===== config.mk =====
export PLATFORM = sky130hd
export DESIGN_NAME = luma_wipe_blend_flat
export DESIGN_NICKNAME = d
export VERILOG_FILES = /design/src/rtl/core/lwb_pkg.sv /design/src/rtl/core/lwb_if.sv /design/src/rtl/core/lwb_div.sv /design/src/rtl/core/luma_wipe_blend.sv /design/src/flat_wrapper.sv
export VERILOG_INCLUDE_DIRS = /design/src /design/src/rtl/core
export SDC_FILE = /design/constraint.sdc
export NUM_CORES = 2
export LEC_CHECK = 0
export ABC_AREA = 1
export BUFFER_PORTS_ARGS = -buffer_cell sky130_fd_sc_hd__buf_2
export CORE_UTILIZATION = 25
export DETAILED_ROUTE_END_ITERATION = 7
export GPL_TIMING_DRIVEN = 0
export SETUP_SLACK_MARGIN = 0.02
export SLEW_MARGIN = 40
export SYNTH_ARGS = -nofsm -noshare
export SYNTH_HDL_FRONTEND = slang
export SYNTH_HIERARCHICAL = 1
export SYNTH_SLANG_ARGS = --single-unit

===== constraint.sdc =====
create_clock -name clk -period 31 [get_ports clk]
set_clock_uncertainty 0.1 [all_clocks]
set_input_delay 0 -clock clk [delete_from_list [all_inputs] [get_ports clk]]
set_output_delay 0 -clock clk [all_outputs]
set_load 0.1 [all_outputs]

===== src/rtl/core/luma_wipe_blend_macros.svh =====
// Assertion macros shared by the luma wipe blend RTL.
`ifndef LUMA_WIPE_BLEND_MACROS_SVH
`define LUMA_WIPE_BLEND_MACROS_SVH

// Same-cycle implication, checked on clk and masked during rst.
`define LWB_ASSERT_IMP(lbl, ante, cons, msg) \
  lbl: assert property (@(posedge clk) disable iff (rst) (ante) |-> (cons)) else $error(msg);

// Next-cycle implication, checked on clk and masked during rst.
`define LWB_ASSERT_NXT(lbl, ante, cons, msg) \
  lbl: assert property (@(posedge clk) disable iff (rst) (ante) |=> (cons)) else $error(msg);

`endif


===== src/rtl/core/lwb_pkg.sv =====
// Types and constants of the luma wipe blend.
`timescale 1ns / 1ps
package lwb_pkg;

  localparam int unsigned CFG_IDX_W  = 2;
  localparam int unsigned CFG_DATA_W = 18;
  localparam int unsigned QUOT_W     = 16;

  localparam logic [16:0] ONE_Q16   = 17'h10000;
  localparam logic [17:0] THREE_Q16 = 18'd196608;

  typedef enum logic [CFG_IDX_W-1:0] {
    REG_POSITION      = 2'd0,
    REG_FRAME_STEP    = 2'd1,
    REG_EDGE_SOFTNESS = 2'd2,
    REG_FIELD_MODE    = 2'd3
  } lwb_reg_t;

  typedef enum logic [1:0] {
    FM_PROGRESSIVE = 2'd0,
    FM_LOWER_FIRST = 2'd1,
    FM_TOP_FIRST   = 2'd2
  } lwb_field_mode_t;

  typedef enum logic [1:0] {
    WC_ZERO = 2'd0,
    WC_ONE  = 2'd1,
    WC_SOFT = 2'd2
  } lwb_wclass_t;

  // Samples and weight class that travel alongside the divider.
  typedef struct packed {
    logic [7:0]  in_y;
    logic [7:0]  in_c;
    logic [7:0]  out_y;
    logic [7:0]  out_c;
    lwb_wclass_t cls;
  } lwb_side_t;

endpackage


===== src/rtl/core/lwb_if.sv =====
// Pixel channel interfaces of the luma wipe blend.
`timescale 1ns / 1ps
interface lwb_in_if;
  logic        valid;
  logic        ready;
  logic [7:0]  incoming_luma;
  logic [7:0]  incoming_chroma;
  logic [7:0]  outgoing_luma;
  logic [7:0]  outgoing_chroma;
  logic [16:0] map_level;
  logic        line_parity;

  modport source (
    output valid, incoming_luma, incoming_chroma, outgoing_luma, outgoing_chroma,
           map_level, line_parity,
    input  ready
  );
  modport sink (
    input  valid, incoming_luma, incoming_chroma, outgoing_luma, outgoing_chroma,
           map_level, line_parity,
    output ready
  );
endinterface

interface lwb_out_if;
  logic       valid;
  logic       ready;
  logic [7:0] mixed_luma;
  logic [7:0] mixed_chroma;

  modport source (output valid, mixed_luma, mixed_chroma, input ready);
  modport sink (input valid, mixed_luma, mixed_chroma, output ready);
endinterface


===== src/rtl/core/lwb_div.sv =====
// Pipelined restoring divider: one quotient bit per stage.
`timescale 1ns / 1ps
module lwb_div (
  input  logic                           clk,
  input  logic                           rst,
  input  logic                           en,
  input  logic                           in_valid,
  input  logic [17:0]                    in_diff,
  input  logic [17:0]                    divisor,
  input  lwb_pkg::lwb_side_t             in_side,
  output logic                           out_valid,
  output logic [lwb_pkg::QUOT_W-1:0]     out_quot,
  output lwb_pkg::lwb_side_t             out_side
);
  import lwb_pkg::*;

  logic                v    [0:QUOT_W];
  logic [17:0]         rem  [0:QUOT_W];
  logic [QUOT_W-1:0]   quot [0:QUOT_W];
  lwb_side_t           side [0:QUOT_W];

  assign v[0]    = in_valid;
  assign rem[0]  = in_diff;
  assign quot[0] = '0;
  assign side[0] = in_side;

  // Remainder stays below divisor, so the doubled value fits 19 bits.
  for (genvar k = 0; k < QUOT_W; k++) begin : g_step
    logic [18:0] dbl;
    logic        take;

    assign dbl  = {rem[k], 1'b0};
    assign take = dbl >= {1'b0, divisor};

    always_ff @(posedge clk) begin
      if (rst) begin
        v[k+1] <= 1'b0;
      end else if (en) begin
        v[k+1] <= v[k];
      end
    end

    always_ff @(posedge clk) begin
      if (en) begin
        rem[k+1]  <= take ? 18'(dbl - {1'b0, divisor}) : dbl[17:0];
        quot[k+1] <= {quot[k][QUOT_W-2:0], take};
        side[k+1] <= side[k];
      end
    end
  end

  assign out_valid = v[QUOT_W];
  assign out_quot  = quot[QUOT_W];
  assign out_side  = side[QUOT_W];

endmodule


===== src/rtl/core/luma_wipe_blend.sv =====
// Luma wipe blend with smoothstep soft edge: top level.
//
// Usage: pixel pairs enter on pix_in (valid/ready); each one gives exactly
// one blended pair on pix_out (valid/ready), in order. The four registers
// (position, frame step, edge softness, field mode) are written through
// cfg_we / cfg_index / cfg_data while no item is in flight.
// Each pixel pair passes through 22 register stages: field offset, softness
// scaling, edge classification, a 16 stage divider (one quotient bit per
// stage), the square, the smoothstep weight and the mix register.
// Throughput is one item per clock unless pix_out stalls; every stage is a
// register stage. A stall on pix_out freezes the whole pipeline in place and
// pix_in.ready falls with it, so nothing is lost or repeated; pix_in.ready
// stays high while the output register is empty or being taken.
// Synchronous reset empties the pipeline and clears the four registers to
// zero (progressive, hard edge at position zero).
`timescale 1ns / 1ps
module luma_wipe_blend (
  input  logic                              clk,
  input  logic                              rst,
  lwb_in_if.sink                            pix_in,
  lwb_out_if.source                         pix_out,
  input  logic                              cfg_we,
  input  logic [lwb_pkg::CFG_IDX_W-1:0]     cfg_index,
  input  logic [lwb_pkg::CFG_DATA_W-1:0]    cfg_data
);
  import lwb_pkg::*;

  `include "luma_wipe_blend_macros.svh"

  // configuration
  logic [16:0] position;
  logic [16:0] frame_step;
  logic [17:0] edge_softness;
  logic [1:0]  field_mode;

  always_ff @(posedge clk) begin
    if (rst) begin
      position      <= '0;
      frame_step    <= '0;
      edge_softness <= '0;
      field_mode    <= '0;
    end else if (cfg_we) begin
      case (cfg_index)
        REG_POSITION:      position      <= cfg_data[16:0];
        REG_FRAME_STEP:    frame_step    <= cfg_data[16:0];
        REG_EDGE_SOFTNESS: edge_softness <= cfg_data[17:0];
        REG_FIELD_MODE:    field_mode    <= cfg_data[1:0];
        default: ;
      endcase
    end
  end

  logic en;
  logic out_v;

  // advance whenever the output register is free or being taken
  assign en           = !out_v || pix_out.ready;
  assign pix_in.ready = en;

  // stage 1: field offset
  logic        v1;
  lwb_side_t   side1;
  logic [16:0] map1;
  logic [17:0] pos_f;
  logic        add_half;

  assign add_half = (field_mode == FM_LOWER_FIRST && !pix_in.line_parity) ||
                    (field_mode == FM_TOP_FIRST && pix_in.line_parity);

  always_ff @(posedge clk) begin
    if (rst) begin
      v1 <= 1'b0;
    end else if (en) begin
      v1 <= pix_in.valid;
    end
  end

  always_ff @(posedge clk) begin
    if (en) begin
      side1 <= '{in_y:  pix_in.incoming_luma,
                 in_c:  pix_in.incoming_chroma,
                 out_y: pix_in.outgoing_luma,
                 out_c: pix_in.outgoing_chroma,
                 cls:   WC_ZERO};
      map1  <= pix_in.map_level;
      pos_f <= {1'b0, position} + (add_half ? {2'b00, frame_step[16:1]} : 18'd0);
    end
  end

  // stage 2: scale by one plus softness
  logic        v2;
  lwb_side_t   side2;
  logic [16:0] map2;
  logic [20:0] pos_s;
  logic [18:0] scale;
  logic [36:0] scaled;

  assign scale  = {2'b00, ONE_Q16} + {1'b0, edge_softness};
  assign scaled = 37'(pos_f) * 37'(scale);

  always_ff @(posedge clk) begin
    if (rst) begin
      v2 <= 1'b0;
    end else if (en) begin
      v2 <= v1;
    end
  end

  always_ff @(posedge clk) begin
    if (en) begin
      side2 <= side1;
      map2  <= map1;
      pos_s <= scaled[36:16];
    end
  end

  // stage 3: classify against the soft band
  logic        v3;
  lwb_side_t   side3;
  logic [17:0] diff3;
  logic [20:0] band_hi;
  lwb_wclass_t cls_next;

  assign band_hi = 21'(map2) + 21'(edge_softness);

  always_comb begin
    if (pos_s < 21'(map2)) begin
      cls_next = WC_ZERO;
    end else if (edge_softness == '0 || pos_s >= band_hi) begin
      cls_next = WC_ONE;
    end else begin
      cls_next = WC_SOFT;
    end
  end

  always_ff @(posedge clk) begin
    if (rst) begin
      v3 <= 1'b0;
    end else if (en) begin
      v3 <= v2;
    end
  end

  always_ff @(posedge clk) begin
    if (en) begin
      side3 <= '{in_y:  side2.in_y,
                 in_c:  side2.in_c,
                 out_y: side2.out_y,
                 out_c: side2.out_c,
                 cls:   cls_next};
      diff3 <= 18'(pos_s - 21'(map2));
    end
  end

  // stages 4 to 19: t = (diff << 16) / softness
  logic              vd;
  logic [QUOT_W-1:0] t_d;
  lwb_side_t         side_d;

  lwb_div u_div (
    .clk       (clk),
    .rst       (rst),
    .en        (en),
    .in_valid  (v3),
    .in_diff   (diff3),
    .divisor   (edge_softness),
    .in_side   (side3),
    .out_valid (vd),
    .out_quot  (t_d),
    .out_side  (side_d)
  );

  // stage 20: square
  logic              v20;
  lwb_side_t         side20;
  logic [QUOT_W-1:0] t20;
  logic [15:0]       t2;
  logic [31:0]       sq;

  assign sq = 32'(t_d) * 32'(t_d);

  always_ff @(posedge clk) begin
    if (rst) begin
      v20 <= 1'b0;
    end else if (en) begin
      v20 <= vd;
    end
  end

  always_ff @(posedge clk) begin
    if (en) begin
      side20 <= side_d;
      t20    <= t_d;
      t2     <= sq[31:16];
    end
  end

  // stage 21: smoothstep weight
  logic        v21;
  lwb_side_t   side21;
  logic [16:0] w21;
  logic [17:0] fac;
  logic [33:0] wprod;
  logic [16:0] w_next;

  assign fac   = THREE_Q16 - {1'b0, t20, 1'b0};
  assign wprod = 34'(t2) * 34'(fac);

  always_comb begin
    case (side20.cls)
      WC_ZERO: w_next = '0;
      WC_ONE:  w_next = ONE_Q16;
      WC_SOFT: w_next = wprod[32:16];
      default: w_next = ONE_Q16;
    endcase
  end

  always_ff @(posedge clk) begin
    if (rst) begin
      v21 <= 1'b0;
    end else if (en) begin
      v21 <= v20;
    end
  end

  always_ff @(posedge clk) begin
    if (en) begin
      side21 <= side20;
      w21    <= w_next;
    end
  end

  // stage 22: mix as b + (a - b) * w, exact and non-negative, then truncated
  logic signed [8:0]  dy;
  logic signed [8:0]  dc;
  logic signed [17:0] ws;
  logic signed [26:0] py;
  logic signed [26:0] pc;
  logic signed [26:0] ay;
  logic signed [26:0] ac;
  logic [7:0]         mixed_y;
  logic [7:0]         mixed_c;

  assign dy = $signed({1'b0, side21.in_y}) - $signed({1'b0, side21.out_y});
  assign dc = $signed({1'b0, side21.in_c}) - $signed({1'b0, side21.out_c});
  assign ws = $signed({1'b0, w21});
  assign py = 27'(dy) * 27'(ws);
  assign pc = 27'(dc) * 27'(ws);
  assign ay = py + $signed({3'b000, side21.out_y, 16'h0000});
  assign ac = pc + $signed({3'b000, side21.out_c, 16'h0000});

  always_ff @(posedge clk) begin
    if (rst) begin
      out_v <= 1'b0;
    end else if (en) begin
      out_v <= v21;
    end
  end

  always_ff @(posedge clk) begin
    if (en) begin
      mixed_y <= ay[23:16];
      mixed_c <= ac[23:16];
    end
  end

  assign pix_out.valid        = out_v;
  assign pix_out.mixed_luma   = mixed_y;
  assign pix_out.mixed_chroma = mixed_c;

  `LWB_ASSERT_IMP(a_soft_needs_width, v3 && side3.cls == WC_SOFT, edge_softness != '0, "soft class with zero softness")
  `LWB_ASSERT_IMP(a_diff_in_band, v3 && side3.cls == WC_SOFT, diff3 < edge_softness, "divider input not below softness")
  `LWB_ASSERT_IMP(a_weight_range, v21, w21 <= ONE_Q16, "blend weight above one")
  `LWB_ASSERT_NXT(a_stall_freezes, !en && v21, v21 && out_v, "stage advanced during stall")

endmodule

===== src/flat_wrapper.sv =====
// flat-port wrapper written by rule: the top's interface ports become plain ports
module luma_wipe_blend_flat import lwb_pkg::*;
  (clk, rst, cfg_we, cfg_index, cfg_data, pix_in_valid, pix_in_incoming_luma, pix_in_incoming_chroma, pix_in_outgoing_luma, pix_in_outgoing_chroma, pix_in_map_level, pix_in_line_parity, pix_in_ready, pix_out_valid, pix_out_mixed_luma, pix_out_mixed_chroma, pix_out_ready);
  lwb_in_if pix_in_i ();
  lwb_out_if pix_out_i ();
  input  logic clk;
  input  logic rst;
  input  logic cfg_we;
  input  logic [lwb_pkg::CFG_IDX_W-1:0] cfg_index;
  input  logic [lwb_pkg::CFG_DATA_W-1:0] cfg_data;
  input wire logic [$bits(pix_in_i.valid)-1:0] pix_in_valid;
  input wire logic [$bits(pix_in_i.incoming_luma)-1:0] pix_in_incoming_luma;
  input wire logic [$bits(pix_in_i.incoming_chroma)-1:0] pix_in_incoming_chroma;
  input wire logic [$bits(pix_in_i.outgoing_luma)-1:0] pix_in_outgoing_luma;
  input wire logic [$bits(pix_in_i.outgoing_chroma)-1:0] pix_in_outgoing_chroma;
  input wire logic [$bits(pix_in_i.map_level)-1:0] pix_in_map_level;
  input wire logic [$bits(pix_in_i.line_parity)-1:0] pix_in_line_parity;
  output wire logic [$bits(pix_in_i.ready)-1:0] pix_in_ready;
  output wire logic [$bits(pix_out_i.valid)-1:0] pix_out_valid;
  output wire logic [$bits(pix_out_i.mixed_luma)-1:0] pix_out_mixed_luma;
  output wire logic [$bits(pix_out_i.mixed_chroma)-1:0] pix_out_mixed_chroma;
  input wire logic [$bits(pix_out_i.ready)-1:0] pix_out_ready;
  assign pix_in_i.valid = pix_in_valid;
  assign pix_in_i.incoming_luma = pix_in_incoming_luma;
  assign pix_in_i.incoming_chroma = pix_in_incoming_chroma;
  assign pix_in_i.outgoing_luma = pix_in_outgoing_luma;
  assign pix_in_i.outgoing_chroma = pix_in_outgoing_chroma;
  assign pix_in_i.map_level = pix_in_map_level;
  assign pix_in_i.line_parity = pix_in_line_parity;
  assign pix_in_ready = pix_in_i.ready;
  assign pix_out_valid = pix_out_i.valid;
  assign pix_out_mixed_luma = pix_out_i.mixed_luma;
  assign pix_out_mixed_chroma = pix_out_i.mixed_chroma;
  assign pix_out_i.ready = pix_out_ready;
  luma_wipe_blend u_core (.clk(clk), .rst(rst), .pix_in(pix_in_i), .pix_out(pix_out_i), .cfg_we(cfg_we), .cfg_index(cfg_index), .cfg_data(cfg_data));
endmodule

-- Yosys cells after proc, flatten, opt, wreduce, memory -nomap -nowiden
Index checks and enable logic that the tools add are counted.
- magnitude comparators: 18
- shift-type cells: 0
- divide/modulo/power cells: 0
- reduce and logical (&&, ||, !) cells: 14
- $mul: 5
- equality and inequality tests: 6
- mux-type cells: 18
- bitwise operators: 0
- add/subtract/negate cells: 24
- operator list (kind ; number):
    >= comparator 19 x 18 -> 1 bit ; 16
    two-way mux 18 bit ; 15
    subtractor 18 bit ; 15
    adder 24 bit ; 2
    multiplier 9 x 18 -> 24 bit ; 2
    multiplier 18 x 19 -> 37 bit ; 1
    case mux 17 bit (2 select lines) ; 1
    multiplier 16 x 18 -> 33 bit ; 1
    multiplier 16 x 16 -> 32 bit ; 1
    >= comparator 21 x 19 -> 1 bit ; 1
    less-than comparator 21 x 17 -> 1 bit ; 1
    adder 17 x 18 -> 19 bit ; 1
    adder 17 x 18 -> 19 bit, first input constant ; 1
    adder 17 x 18 -> 18 bit ; 1
    zero test 18 bit ; 1
    subtractor 18 x 17 -> 18 bit ; 1
    subtractor 18 x 17 -> 18 bit, first input constant ; 1
    subtractor 8 x 8 -> 9 bit ; 2
    two-way mux 16 bit ; 1
    equality test 2 bit, second input constant ; 4
    AND reduction 2 bit ; 4
    equality test 2 x 1 -> 1 bit, second input constant ; 2
    zero test 2 bit ; 2
    logical OR 1 bit ; 3
    3 further kinds ; 5
- output and inout port bits: 18
- memories kept: 0
- bits in read-only memories: 0
- register bits: 1346
- logic and storage cells: 269
- memory bits (writable): 0
- latch bits: 0

-- Longest topological paths before layout
- depth after elaboration: 5
- mapped depth: 36
- gate-level depth less buffers: 34

-- Modules after synthesis
The synthesis kept the hierarchy.
- modules (own cells, without submodules) (module ; area an instance (µm²) ; instances ; cells each ; seq. area each (µm²)):
    luma_wipe_blend ; 53402.5 ; 1 ; 6296 ; 10790.3
    lwb_div ; 50908.8 ; 1 ; 5109 ; 28847.7

-- Least setup slack after synthesis
OpenSTA, ideal clock, no wires.
- path type: reg-to-reg
- start: register u_core.out_v (netlist: u_core/pix_out.valid)
- end: register, netlist name u_core/diff3[0]
- buffers on the path: 0
- setup time: 1.637 ns
- stages on the path, launching flop included: 4
- clock period less this slack: 27.712 ns
- data arrival time: 25.975 ns
- path slack: 3.288 ns
- cells stage by stage: dfxtp_1 -> inv_1 -> nor2_1 -> inv_1
- longest elaborated chain between the ends: 2
- ends and longest elaborated chain (element ; RTL line ; RTL):
    from (decl) ; luma_wipe_blend.sv:54 ; logic out_v;
    from (signal assigned) ; luma_wipe_blend.sv:256 ; out_v <= v21;
    zero test 1 bit ; luma_wipe_blend.sv:57 ; assign en = !out_v || pix_out.ready;
    logical OR 1 bit ; luma_wipe_blend.sv:57 ;
    net pix_in_ready ; flat_wrapper.sv:18 ; output wire logic [$bits(pix_in_i.ready)-1:0] pix_in_ready;
The timed path passes the listed nets, and every way through them passes these cells.
A chain may end at the register's enable or synchronous reset.

-- Worst setup path in the final report
- start: register u_core.edge_softness[16]
- end: register u_core.pos_s[18] (data pin)
- longest elaborated chain between the ends: 2
- ends and longest elaborated chain (element ; RTL line ; RTL):
    from (decl) ; luma_wipe_blend.sv:33 ; logic [17:0] edge_softness;
    from (signal assigned) ; luma_wipe_blend.sv:46 ; REG_EDGE_SOFTNESS: edge_softness <= cfg_data[17:0];
    adder 17 x 18 -> 19 bit ; luma_wipe_blend.sv:98 ; assign scale = {2'b00, ONE_Q16} + {1'b0, edge_softness};
    multiplier 18 x 19 -> 37 bit ; luma_wipe_blend.sv:99 ; assign scaled = 37'(pos_f) * 37'(scale);
    net u_core.scaled[34] ; luma_wipe_blend.sv:96 ; logic [36:0] scaled;
    to (signal assigned) ; luma_wipe_blend.sv:113 ; pos_s <= scaled[36:16];
    to (decl) ; luma_wipe_blend.sv:94 ; logic [20:0] pos_s;
The timed path passes the listed nets, and every way through them passes these cells.

==> impl_metrics.tcl <==
set metrics [dict create \
    finalCritPeriodShare_pct 27.9 \
    start_kind "flop" \
    path_clk_slew_ns 0.06 \
    fmax_mhz 116 \
    finalNetCount 13600 \
    area_growth_pct 13.8 \
    clock-root-buffer "clkbuf_16" \
    crit_arrival_ns 9.09 \
    synth_edf_count 1270 \
    clock_latency_ns 0.80 \
    hold_ws_ns 0.108 \
    grt_usage_pct 12.1 \
    post-route-min-period_ns 8.64 \
    gp_congestion 0.909 \
    antenna_found_initial 5 \
    cts_max_path_buffers 4 \
    grt_pass1_wl_um 409000 \
    yosysMostFrequentCell "nand2_1" \
    slew_headroom_pct 39.8 \
    final_max_slew_viol_count 0 \
    synth_area_leaders "edfxtp_1 (37%), fa_1 (17%), nand2_1 (11%)" \
    fin_area_um2 119000 \
    die_area_um2 420000 \
    ys.flop_type "edfxtp_1" \
    rsz0062_at_grt "false" \
    io_buffers 89 \
    synth_fp_nets 13100 \
    regArea_um2 39600 \
    crit_path_end_kind "flop" \
    fill_cells 43500 \
    fp-row-count 236 \
    hold_viol_final 0 \
    totalWireLength_um 257000 \
    initial_core_util_pct 25.2 \
    fp.dieH_um 648 \
    setup_viol 0 \
    ant_nets 0 \
    placedInstanceArea_um2 112000 \
    drtPass1Iterations 8 \
    avgSynthCellArea_um2 9.15 \
    drc 0 \
    grt_max_degree 82 \
    worst-path-max-fanout 10 \
    first_iter_violations 5273 \
    routed_via_density 4.37 \
    cts.sinks 1345 \
    async_flop_share_pct 0 \
    cts_tree "done" \
    drive_gt1_share_pct 5.97 \
    ys_types 60 \
    synthTopCellsByCount "nand2_1 (3098), inv_1 (1987), edfxtp_1 (1270)" \
    post_cts_resized 0 \
    yosys.area.top_type "edfxtp_1" \
    numCtsBuffers 151 \
    worstSetupPathType "flop to flop" \
    hold_class "primary input to flop" \
    synth_seq_cells 1345 \
    htree_levels 4 \
    tightest_slew_ns 0.903 \
    die_w_um 648 \
    status "finished, final reports clean" \
    ys_seq_area_share_pct 38.0 \
    ys_warn_count 6 \
    crit_required_ns 31.45 \
    multi_input_area_um2 55500 \
    syn_area_um2 104000 \
    grt.overflow.total 0 \
    wl_per_cell_um 14.8 \
    syn_inst 11400 \
    drv_cap 0 \
    vias 76200 \
    core_area_um2 414000 \
    grt_pass1_vias 75600 \
    pin_count 93 \
    synth.top_cell.area_share_pct 36.6 \
    hpwl_um 197000 \
]
==> critical path, stage by stage (launching register included) <==
cell and delay, ns:
dfxtp_1 0.54, clkinv_1 0.52, clkbuf_2 0.46, ha_1 0.39, clkbuf_1 0.63, buf_1 0.64, nand2_1 0.16, fa_1 0.56
inv_1 0.06, fa_1 0.48, inv_1 0.05, fa_1 0.49, inv_1 0.05, fa_1 0.46, fa_1 0.51, fa_1 0.54
ha_1 0.41, a21oi_1 0.24, inv_1 0.07, a31oi_1 0.32, o21ai_0 0.24, a21oi_1 0.23, nand2_1 0.08, nand2_1 0.05
nand2_1 0.07
==> metrics by stage <==
stage          worst slack [ns]  setup TNS [ns]  utilization, %  cells
2_1_floorplan              3.29               0               -  11400
3_3_place_gp              -7.30        -8463.31            26.9  17000
3_5_place_dp              22.43               0            27.1  17000
4_1_cts                   22.41               0            28.6  17400
5_1_grt                   22.05               0            28.7  17400
6_report                  22.36               0            28.7  17400
==> final cells by class <==
cell class	count	share of cell area, %
Multi-Input combinational cell	7749	46.7
Buffer	294	1.41
Clock buffer	179	3.34
Clock inverter	76	0.465
Antenna cell	3	0.00632
Sequential cell	1345	33.4
Inverter	2017	6.41
Timing Repair Buffer	293	2.48
Tap cell	5474	5.77
==> sequential cells by signal, indices dropped and copies added, names as in the netlist, 18 cells and up <==
signal,flops
u_core/u_div/side,510
u_core/u_div/g_step.dbl,270
u_core/u_div/quot,120
u_core/side20,34
u_core/side3,34
u_core/u_div/out_side,34
u_core/side1,32
u_core/side21,32
u_core/side2,32
u_core/pos_s,21
u_core/diff3,18
u_core/edge_softness,18
u_core/pos_f,18
==> layer usage <==
layer | vias up | part of all wire [%] | global-route usage [%]
li1 | 37200 | - | -
met1 | 36700 | 45 | 16.3
met2 | 1885 | 47 | 20.4
met3 | 409 | 5.4 | 1.66
met4 | 0 | 2.8 | 3.37
met5 | - | 0 | 0
==> placed cells by master, fill, tap and decap left out, types with 43 or more instances in the layout <==
| master | instances |
|---|---|
| nand3b_1 | 123 |
| nand2_1 | 3098 |
| dfxtp_1 | 75 |
| clkbuf_1 | 167 |
| xor2_1 | 196 |
| fa_1 | 883 |
| o21ai_0 | 121 |
| nand4_1 | 48 |
| clkbuf_16 | 155 |
| dlygate4sd3_1 | 174 |
| nand3_1 | 667 |
| buf_2 | 101 |
| a21oi_1 | 381 |
| edfxtp_1 | 1270 |
| o21bai_1 | 50 |
| nor3_1 | 94 |
| inv_1 | 1969 |
| nor2_1 | 897 |
| clkinv_1 | 43 |
| buf_4 | 60 |
| nand2_2 | 61 |
| ha_1 | 768 |
==> what timing repair did <==
action                    CTS  global route
setup buffers               0             0
hold endpoints to repair  136             0
hold buffers              174             0
==> cell families after synthesis <==
logic type,after synthesis,synth area share (%)
compound gates,715,4.06
mux,1,0.0108
buf+inv,2311,8.85
simple gates,5147,20.9
flops,1345,38.0
xor+xnor,235,1.97
fa+ha+maj,1651,26.2
==> path summary, 6_finish.rpt <==
kind / startpoint / endpoint / slack [ns] / depth (start not counted)
min reg2reg: u_core/u_div/side[374] / u_core/u_div/side[340] / 0.23 / 0
min: cfg_data[1] / u_core/edge_softness[1] / 0.11 / 4
max reg2reg: u_core/edge_softness[16] / u_core/pos_s[18] / 22.36 / 24
max: u_core/edge_softness[16] / u_core/pos_s[18] / 22.36 / 24
Power is left out: the tool's default activity adds up to more than one toggle a clock period on the data nets, which glitch-free logic cannot reach.
